## src/hdl/nsb_pkg.sv

```systemverilog
// ----------------------------------------------------------------------------
// nsb_pkg
// Shared types and constants of the nine-slice border normalizer.
// ----------------------------------------------------------------------------
`default_nettype none

package nsb_pkg;

  localparam int FracW = 17;
  localparam logic [16:0] FracOne = 17'd65536;

  typedef enum logic [1:0] {
    MODE_OFF    = 2'd0,
    MODE_MANUAL = 2'd1,
    MODE_AUTO   = 2'd2,
    MODE_RSVD   = 2'd3
  } mode_t;

  typedef enum logic [2:0] {
    REG_MODE    = 3'd0,
    REG_FILL    = 3'd1,
    REG_MULT    = 3'd2,
    REG_SB_L    = 3'd3,
    REG_SB_R    = 3'd4,
    REG_SB_B    = 3'd5,
    REG_SB_T    = 3'd6,
    REG_NONE    = 3'd7
  } reg_idx_t;

  // classified job handed from the front to the back
  typedef struct packed {
    logic        neutral;
    logic        auto_mode;
    logic        fill;
    logic [23:0] lw;
    logic [23:0] lh;
    logic [15:0] tw;
    logic [15:0] th;
    logic [23:0] tppu;
    logic [23:0] cppu;
    logic [15:0] mult;
    logic [3:0][23:0] scr;   // nonnegative on-screen borders in manual mode
    logic [3:0][23:0] tb;    // nonnegative texture borders
  } job_t;

  typedef struct packed {
    logic [3:0][16:0] sf;
    logic [3:0][16:0] tf;
    logic             center;
  } res_t;

  // unsigned restoring divider widths
  localparam int DivW = 64;

  typedef enum logic [2:0] {
    B_IDLE,
    B_MUL1,
    B_MUL2,
    B_DIV,
    B_NEXT,
    B_DONE
  } bstate_t;

endpackage

`default_nettype wire

```

## src/hdl/nine_slice_border_normalizer.sv

```systemverilog
// ----------------------------------------------------------------------------
// nine_slice_border_normalizer
// Turns sprite borders into screen and texture slice fractions.
// ----------------------------------------------------------------------------
//   channel  | handshake          | payload
//   input    | in_valid/in_ready  | layout, texture, ppu and border fields
//   output   | out_valid/out_ready| screen_frac_*, tex_frac_*, draw_center
//   config   | cfg_we             | cfg_index, cfg_data
// An auto-mode word runs twelve 64-step divisions on one shared divider: one for each
// border scaling and one for each fraction. A manual word skips the scalings; a neutral
// word skips all divisions and goes straight to B_DONE. The front queues two words so
// input is taken while busy.
// Reset is synchronous; it restores the register defaults and empties the queue.
// A stalled output holds its word; the back end starts the next after it leaves.
`default_nettype none

module nine_slice_border_normalizer (
  input  wire logic        clk,
  input  wire logic        rst,
  input  wire logic        cfg_we,
  input  wire logic [2:0]  cfg_index,
  input  wire logic [23:0] cfg_data,
  input  wire logic        in_valid,
  output logic             in_ready,
  input  wire logic [23:0] layout_width,
  input  wire logic [23:0] layout_height,
  input  wire logic [15:0] texture_width,
  input  wire logic [15:0] texture_height,
  input  wire logic        texture_usable,
  input  wire logic [23:0] texture_ppu,
  input  wire logic [23:0] canvas_ppu,
  input  wire logic [23:0] border_left,
  input  wire logic [23:0] border_right,
  input  wire logic [23:0] border_bottom,
  input  wire logic [23:0] border_top,
  output logic             out_valid,
  input  wire logic        out_ready,
  output logic [16:0]      screen_frac_left,
  output logic [16:0]      screen_frac_right,
  output logic [16:0]      screen_frac_bottom,
  output logic [16:0]      screen_frac_top,
  output logic [16:0]      tex_frac_left,
  output logic [16:0]      tex_frac_right,
  output logic [16:0]      tex_frac_bottom,
  output logic [16:0]      tex_frac_top,
  output logic             draw_center
);
  import nsb_pkg::*;

  logic job_valid, job_ready;
  job_t job;
  res_t res;

  nsb_front u_front (
    .clk, .rst, .cfg_we, .cfg_index, .cfg_data, .in_valid, .in_ready,
    .layout_width, .layout_height, .texture_width, .texture_height,
    .texture_usable, .texture_ppu, .canvas_ppu,
    .border_left, .border_right, .border_bottom, .border_top,
    .job_valid, .job_ready, .job
  );

  nsb_back u_back (
    .clk, .rst, .job_valid, .job_ready, .job,
    .res_valid(out_valid), .res_ready(out_ready), .res
  );

  assign screen_frac_left   = res.sf[0];
  assign screen_frac_right  = res.sf[1];
  assign screen_frac_bottom = res.sf[2];
  assign screen_frac_top    = res.sf[3];
  assign tex_frac_left      = res.tf[0];
  assign tex_frac_right     = res.tf[1];
  assign tex_frac_bottom    = res.tf[2];
  assign tex_frac_top       = res.tf[3];
  assign draw_center        = res.center;

endmodule

`default_nettype wire

```

## src/hdl/nsb_front.sv

```systemverilog
// ----------------------------------------------------------------------------
// nsb_front
// Holds the configuration registers and classifies each input word.
// ----------------------------------------------------------------------------
`default_nettype none

module nsb_front (
  input  wire logic                 clk,
  input  wire logic                 rst,
  input  wire logic                 cfg_we,
  input  wire logic [2:0]           cfg_index,
  input  wire logic [23:0]          cfg_data,
  input  wire logic                 in_valid,
  output logic                      in_ready,
  input  wire logic [23:0]          layout_width,
  input  wire logic [23:0]          layout_height,
  input  wire logic [15:0]          texture_width,
  input  wire logic [15:0]          texture_height,
  input  wire logic                 texture_usable,
  input  wire logic [23:0]          texture_ppu,
  input  wire logic [23:0]          canvas_ppu,
  input  wire logic [23:0]          border_left,
  input  wire logic [23:0]          border_right,
  input  wire logic [23:0]          border_bottom,
  input  wire logic [23:0]          border_top,
  output logic                      job_valid,
  input  wire logic                 job_ready,
  output nsb_pkg::job_t             job
);
  import nsb_pkg::*;

  logic [1:0]       mode;
  logic             fill_en;
  logic [15:0]      mult;
  logic [3:0][23:0] sb;
  job_t             j;
  logic             ovr;
  logic [3:0][23:0] bin;

  // two-entry queue
  job_t q [2];
  logic [1:0] cnt;
  logic wp, rp;

  always_ff @(posedge clk) begin
    if (rst) begin
      mode    <= MODE_OFF;
      fill_en <= 1'b1;
      mult    <= 16'd256;
      sb      <= '0;
    end else if (cfg_we) begin
      case (reg_idx_t'(cfg_index))
        REG_MODE: mode    <= cfg_data[1:0];
        REG_FILL: fill_en <= cfg_data[0];
        REG_MULT: mult    <= cfg_data[15:0];
        REG_SB_L: sb[0]   <= cfg_data;
        REG_SB_R: sb[1]   <= cfg_data;
        REG_SB_B: sb[2]   <= cfg_data;
        REG_SB_T: sb[3]   <= cfg_data;
        default: ;
      endcase
    end
  end

  always_comb begin
    bin = {border_top, border_bottom, border_right, border_left};
    ovr = |{sb[0], sb[1], sb[2], sb[3]};
    j.neutral = !((mode == MODE_MANUAL) || (mode == MODE_AUTO)) ||
                layout_width[23] || (layout_width == '0) ||
                layout_height[23] || (layout_height == '0) ||
                !texture_usable || (texture_width == '0) || (texture_height == '0);
    j.auto_mode = (mode == MODE_AUTO);
    j.fill = fill_en;
    j.lw = layout_width;
    j.lh = layout_height;
    j.tw = texture_width;
    j.th = texture_height;
    j.tppu = texture_ppu;
    j.cppu = canvas_ppu;
    j.mult = (mult == '0) ? 16'd1 : mult;
    for (int i = 0; i < 4; i++) begin
      j.tb[i]  = bin[i][23] ? 24'd0 : bin[i];
      j.scr[i] = ovr ? (sb[i][23] ? 24'd0 : sb[i]) : j.tb[i];
    end
  end

  assign in_ready  = (cnt != 2'd2);
  assign job_valid = (cnt != 2'd0);
  assign job       = q[rp];

  always_ff @(posedge clk) begin
    if (in_valid && in_ready) q[wp] <= j;
  end

  always_ff @(posedge clk) begin
    if (rst) begin
      cnt <= '0;
      wp  <= 1'b0;
      rp  <= 1'b0;
    end else begin
      if (in_valid && in_ready) wp <= ~wp;
      if (job_valid && job_ready) rp <= ~rp;
      cnt <= cnt + {1'b0, in_valid && in_ready} - {1'b0, job_valid && job_ready};
    end
  end

endmodule

`default_nettype wire

```

## src/hdl/nsb_div.sv

```systemverilog
// ----------------------------------------------------------------------------
// nsb_div
// Radix-2 restoring divider, one quotient bit per cycle.
// ----------------------------------------------------------------------------
`default_nettype none

module nsb_div (
  input  wire logic                       clk,
  input  wire logic                       rst,
  input  wire logic                       start,
  input  wire logic [nsb_pkg::DivW-1:0]   num,
  input  wire logic [nsb_pkg::DivW-1:0]   den,
  output logic                            done,
  output logic [nsb_pkg::DivW-1:0]        quo
);
  import nsb_pkg::*;

  localparam int CntW = $clog2(DivW + 1);

  logic [DivW-1:0] rem;
  logic [DivW-1:0] d;
  logic [CntW-1:0] cnt;
  logic            busy;
  logic [DivW:0]   trial;

  assign trial = {rem, quo[DivW-1]} - {1'b0, d};

  always_ff @(posedge clk) begin
    if (rst) begin
      busy <= 1'b0;
      done <= 1'b0;
      cnt  <= '0;
    end else begin
      done <= 1'b0;
      if (start) begin
        busy <= 1'b1;
        cnt  <= CntW'(DivW);
      end else if (busy) begin
        cnt <= cnt - 1'b1;
        if (cnt == CntW'(1)) begin
          busy <= 1'b0;
          done <= 1'b1;
        end
      end
    end
  end

  always_ff @(posedge clk) begin
    if (start) begin
      rem <= '0;
      quo <= num;
      d   <= den;
    end else if (busy) begin
      if (!trial[DivW]) rem <= trial[DivW-1:0];
      else              rem <= {rem[DivW-2:0], quo[DivW-1]};
      quo <= {quo[DivW-2:0], !trial[DivW]};
    end
  end

endmodule

`default_nettype wire

```

## src/hdl/nsb_back.sv

```systemverilog
// ----------------------------------------------------------------------------
// nsb_back
// Works one job through the shared divider and holds the result word.
// ----------------------------------------------------------------------------
`default_nettype none

module nsb_back (
  input  wire logic            clk,
  input  wire logic            rst,
  input  wire logic            job_valid,
  output logic                 job_ready,
  input  wire nsb_pkg::job_t   job,
  output logic                 res_valid,
  input  wire logic            res_ready,
  output nsb_pkg::res_t        res
);
  import nsb_pkg::*;

  bstate_t st, st_next;
  job_t    jb;
  logic [3:0] step;          // 0..3 auto, 4..7 screen, 8..11 texture
  logic [3:0][31:0] ui;
  logic [47:0] prod_a;       // b*cppu
  logic [39:0] prod_b;       // tppu*m
  logic        dstart, ddone;
  logic [DivW-1:0] dnum, dden, dquo;
  res_t acc;
  logic [32:0] sum;
  logic [32:0] lsize;
  logic [32:0] pden;
  logic [1:0]  k;

  assign k = step[1:0];

  nsb_div u_div (
    .clk(clk), .rst(rst), .start(dstart),
    .num(dnum), .den(dden), .done(ddone), .quo(dquo)
  );

  always_comb begin
    if (k[1]) begin
      sum   = {1'b0, ui[2]} + {1'b0, ui[3]};
      lsize = {9'd0, jb.lh};
    end else begin
      sum   = {1'b0, ui[0]} + {1'b0, ui[1]};
      lsize = {9'd0, jb.lw};
    end
    pden = (sum > lsize) ? sum : lsize;
  end

  always_comb begin
    st_next   = st;
    job_ready = 1'b0;
    dstart    = 1'b0;
    dnum      = '0;
    dden      = '1;
    case (step)
      4'd0, 4'd1, 4'd2, 4'd3: begin
        if (jb.tppu != '0) begin
          dnum = {8'd0, prod_a, 8'd0};
          dden = {24'd0, prod_b};
        end else begin
          dnum = {32'd0, jb.tb[k], 8'd0};
          dden = {48'd0, jb.mult};
        end
      end
      4'd4, 4'd5, 4'd6, 4'd7: begin
        dnum = {16'd0, ui[k], 16'd0};
        dden = {31'd0, pden};
      end
      default: begin
        dnum = {32'd0, jb.tb[k], 8'd0};
        dden = {48'd0, k[1] ? jb.th : jb.tw};
      end
    endcase
    unique case (st)
      B_IDLE: begin
        job_ready = !res_valid || res_ready;
        if (job_valid && job_ready) st_next = job.neutral ? B_DONE : B_MUL1;
      end
      B_MUL1: st_next = B_MUL2;
      B_MUL2: begin
        dstart  = 1'b1;
        st_next = B_DIV;
      end
      B_DIV:  if (ddone) st_next = B_NEXT;
      B_NEXT: st_next = (step == 4'd11) ? B_DONE :
                        ((step == 4'd3 || step >= 4'd4) ? B_MUL2 : B_MUL1);
      B_DONE: st_next = B_IDLE;
      default: st_next = B_IDLE;
    endcase
  end

  always_ff @(posedge clk) begin
    if (rst) st <= B_IDLE;
    else     st <= st_next;
  end

  always_ff @(posedge clk) begin
    if (rst) begin
      res_valid <= 1'b0;
    end else begin
      if (res_valid && res_ready) res_valid <= 1'b0;
      if (st == B_DONE) res_valid <= 1'b1;
    end
  end

  always_ff @(posedge clk) begin
    case (st)
      B_IDLE: if (job_valid && job_ready) begin
        jb   <= job;
        step <= job.auto_mode ? 4'd0 : 4'd4;
        ui   <= {8'd0, job.scr[3], 8'd0, job.scr[2], 8'd0, job.scr[1], 8'd0, job.scr[0]};
        acc  <= '0;
      end
      B_MUL1: begin
        prod_a <= jb.tb[k] * jb.cppu;
        prod_b <= jb.tppu * jb.mult;
      end
      B_NEXT: begin
        if (step < 4'd4) begin
          ui[k] <= (dquo[63:32] != '0) ? 32'hFFFF_FFFF : dquo[31:0];
        end else if (step < 4'd8) begin
          acc.sf[k] <= dquo[16:0];
        end else begin
          acc.tf[k] <= (dquo > {47'd0, FracOne}) ? FracOne : dquo[16:0];
        end
        step <= step + 4'd1;
      end
      B_DONE: begin
        if (jb.neutral) begin
          res.sf     <= '0;
          res.tf     <= '0;
          res.center <= 1'b1;
        end else begin
          res.sf     <= acc.sf;
          res.tf     <= acc.tf;
          res.center <= jb.fill;
        end
      end
      default: ;
    endcase
  end

endmodule

`default_nettype wire

```

## config.mk

```make
export PLATFORM = sky130hd
export DESIGN_NAME = nine_slice_border_normalizer
export DESIGN_NICKNAME = d
export VERILOG_FILES = /design/src/hdl/nsb_pkg.sv /design/src/hdl/nine_slice_border_normalizer.sv /design/src/hdl/nsb_front.sv /design/src/hdl/nsb_div.sv /design/src/hdl/nsb_back.sv
export SDC_FILE = /design/constraint.sdc
export NUM_CORES = 2
export LEC_CHECK = 0
export ABC_CLOCK_PERIOD_IN_PS = 17800
export BUFFER_PORTS_ARGS = -buffer_cell sky130_fd_sc_hd__buf_2
export CAP_MARGIN = 25
export CORE_ASPECT_RATIO = 1.25
export CORE_UTILIZATION = 45
export CTS_BUF_LIST = sky130_fd_sc_hd__clkbuf_16
export DETAILED_ROUTE_END_ITERATION = 16
export GPL_ROUTABILITY_DRIVEN = 0
export PLACE_DENSITY_LB_ADDON = 0.08
export SETUP_SLACK_MARGIN = 0.05
export SLEW_MARGIN = 20
export SYNTH_ARGS = -nofsm -noshare
export SYNTH_HDL_FRONTEND = slang
export SYNTH_SLANG_ARGS = --single-unit
```

## constraint.sdc

```tcl
create_clock -name clk -period 17.8 [get_ports clk]
set_input_delay 0.89 -clock clk [delete_from_list [all_inputs] [get_ports clk]]
set_output_delay 0.89 -clock clk [all_outputs]
set_load 0.1 [all_outputs]
```

==> results.json <==
{
  "grt_setup_unrepaired": "no",
  "postSynthCellCount": 8716,
  "combined_buffer_and_inverter_count_along_the_critical_path": 9,
  "worstPathArrival_ns": 10.79,
  "setup.worst_path.start_class": "register",
  "grt_start_max_net_pins": 149,
  "synth-compound-area-share_pct": 7.18,
  "floorplan.io_pins": 396,
  "port_buffers": 395,
  "synth_nets": 10170,
  "detail_route.drc_violations": 0,
  "routed_wl_mm": 311,
  "crit_fanout": 73,
  "critical_path_rt_ns": 18.34,
  "cp.depth": 30,
  "num_rows": 196,
  "remaining_overflow_grt": 0,
  "achievable-frequency_ghz": 0.0975,
  "vias": 67856,
  "final_number_of_max_transition_violations": 0,
  "post_synth_mux_area_share_pct": 7.00,
  "starting_density_of_the_core_pct": 45.2,
  "post_synth_instance_area_sq_um": 103000,
  "combinational_family_with_the_most_area_after_synthesis": "adder cells",
  "via_count_of_the_first_global_routing_pass": 68971,
  "critical-path-max-stage-delay_ns": 0.90,
  "worstSetupPathType": "register to register",
  "clockRootBuffer": "sky130_fd_sc_hd__clkbuf_16",
  "worstSkewPairLatency_ns": 0.88,
  "floorplan.die.height_microns": 537,
  "postSynth.topFlopCell": "sky130_fd_sc_hd__edfxtp_1",
  "clock_tree.htree_level_count": 4,
  "layout_min_cycle_time_ns": 10.25,
  "antenna_found_initial": 15,
  "syn2layout_area_growth_pct": 10.6,
  "finalCritPeriodShare_pct": 57.6,
  "yosysWarningCount": 0,
  "outcome": "completed",
  "grt_pass1_wl_mm": 457,
  "dieWidth_microns": 430,
  "hold_class": "input port to register",
  "postSynthAreaPerCell_sq_um": 11.8,
  "post-cts-setup-buffers": 0,
  "worst_path_cell_with_the_longest_stage_delay": "sky130_fd_sc_hd__mux4_2",
  "timing.slew.headroom_pct": 23.0,
  "synth_sequential_area_ratio_pct": 47.4,
  "num-nets-final": 10377,
  "setup-violations-final": 0,
  "post_synth_most_frequent_cells": "1497 x sky130_fd_sc_hd__edfxtp_1, 1020 x sky130_fd_sc_hd__nand2_1, 900 x sky130_fd_sc_hd__inv_1, 770 x sky130_fd_sc_hd__fa_1, 465 x sky130_fd_sc_hd__clkbuf_1",
  "cts-hold-fix-buffers": 0,
  "detailedRoute.firstPassIterationCount": 6,
  "cell_count_of_the_worst_hold_path": 1,
  "summed_negative_setup_slack_over_all_endpoints_ns": 0,
  "detailed_place_hpwl_mm": 223,
  "clk_pin_slew_ns": 0.07,
  "synth_enable_flop_cells": 1497,
  "clk_path_buf_depth": 4,
  "finalClockSkew_ns": 0.0944,
  "synth.ff_latch_count": 1694,
  "via_per_inst": 5.64,
  "clock_sink_count": 1694,
  "ctsResizeCount": 0,
  "timing.critical_path.max_delay_family": "adder cells",
  "post_synth_main_area_contributors": "sky130_fd_sc_hd__edfxtp_1 44%, sky130_fd_sc_hd__fa_1 15%, sky130_fd_sc_hd__ha_1 5.2%",
  "drive_above_1_share_pct": 12.8,
  "fill_cells": 20386,
  "yosys.area.top_type": "sky130_fd_sc_hd__edfxtp_1",
  "r2r.worst_path.cells": 30,
  "yosys.cell_count.top_type": "sky130_fd_sc_hd__edfxtp_1",
  "die-area_sq_um": 231000,
  "detail-route-antenna-nets": 0,
  "numCtsBuffers": 183,
  "synth_xor_xnor_area_share_pct": 1.66,
  "endpoint_kind": "register",
  "async_sr_flop_fraction_pct": 0,
  "worst_slew_pin_slew_ns": 1.16,
  "track_usage_pct": 26.7,
  "coreArea_sq_um": 228000,
  "wl_per_cell_microns": 25.9,
  "yosysTopAreaCellShare_pct": 43.6,
  "post_synth_num_cell_types": 83,
  "max_cap_viol_count": 0,
  "post_synth_and_or_nand_nor_area_fraction_pct": 11.5,
  "tritoncts": "built",
  "synthAdderAreaFrac_pct": 20.1,
  "dr.first_iter.drc_count": 5964,
  "timing.final.hold_violations": 0
}
-- sequential cells by signal, indices dropped and copies added, names as in the netlist, 3 cells and up, named ones only --
name,flops
u_back.acc,136
u_back.jb,238
u_back.prod_a,48
u_back.prod_b,40
u_back.res,137
u_back.st,3
u_back.step,4
u_back.u_div.cnt,7
u_back.u_div.d,40
u_back.u_div.quo,64
u_back.u_div.rem,64
u_back.ui,128
u_front.mult,16
u_front.q,662
u_front.sb,96
-- layout by cell type (no fill, tap or decap), drive strengths merged, types with 41 or more instances in the layout --
master / count
o21ai: 197
nand2: 1020
inv: 935
and2: 448
dfxtp: 197
mux4: 55
mux2: 260
ha: 427
a211oi: 79
a32o: 99
nor2: 409
clkinv: 79
clkbuf: 185
buf: 527
a22oi: 41
nor3: 44
nand3: 47
a21o: 106
xor2: 79
fa: 770
mux2i: 305
nor4: 86
nand4: 44
a21oi: 339
nor2b: 255
edfxtp: 1497
xnor2: 117
o22ai: 96
-- worst paths after layout --
kind	startpoint	end	slack, ns
setup / recovery	u_back.step[1]$_SDFFCE_PN0P_	u_back.prod_a[45]$_DFFE_PN_	7.55
hold / removal	layout_height[18]	u_front.q[1][302]$_DFFE_PP_	0.21
setup reg to reg	u_back.step[1]$_SDFFCE_PN0P_	u_back.prod_a[45]$_DFFE_PN_	7.55
hold reg to reg	u_front.sb[52]$_SDFFE_PP0P_	u_front.sb[52]$_SDFFE_PP0P_	0.47
-- cells by family after synthesis --
| kind of cell | count (synthesis) |
|---|---|
| AND/OR/NAND/NOR | 2469 |
| flip-flops | 1694 |
| buffers and inverters | 1405 |
| adder cells (fa/ha/maj) | 1197 |
| AO/OA/AOI/OAI | 1135 |
| multiplexers | 620 |
| XOR/XNOR | 196 |
-- stage by stage --
stage          instance area, sq um  instances  utilization (%)  hold WS [ns]  setup WS, ns
2_1_floorplan                103000       8716                -         0.418          1.76
3_3_place_gp                 108000      11694             47.4         0.457          7.92
3_5_place_dp                 108000      11703             47.5         0.467          7.67
4_1_cts                      114000      12024             50.0         0.148          7.54
5_1_grt                      114000      12030             50.0         0.169          7.01
6_report                     114000      12033             50.0         0.212          7.55
-- cell type report --
| cell class | instances | area [sq um] | area share (%) |
|---|---|---|---|
| Multi-Input combinational cell | 5617 | 49100 | 43.1 |
| Clock buffer | 185 | 4630 | 4.06 |
| Inverter | 900 | 3390 | 2.97 |
| Tap cell | 2970 | 3720 | 3.26 |
| Sequential cell | 1694 | 48900 | 42.9 |
| Antenna cell | 4 | 10.0 | 0.00877 |
| Timing Repair Buffer | 527 | 3190 | 2.80 |
| Clock inverter | 136 | 1120 | 0.979 |
-- metal layers --
metal / vias up / part of all wire (%) / global-route usage, %
met5: - / 0.035 / 0
met2: 2307 / 48 / 44.4
met4: 8 / 4.1 / 10.3
li1: 30312 / - / -
met1: 34730 / 42 / 35.6
met3: 499 / 5.7 / 3.49
Power is left out: the tool's default activity adds up to more than one toggle a clock period on the data nets, which glitch-free logic cannot reach.
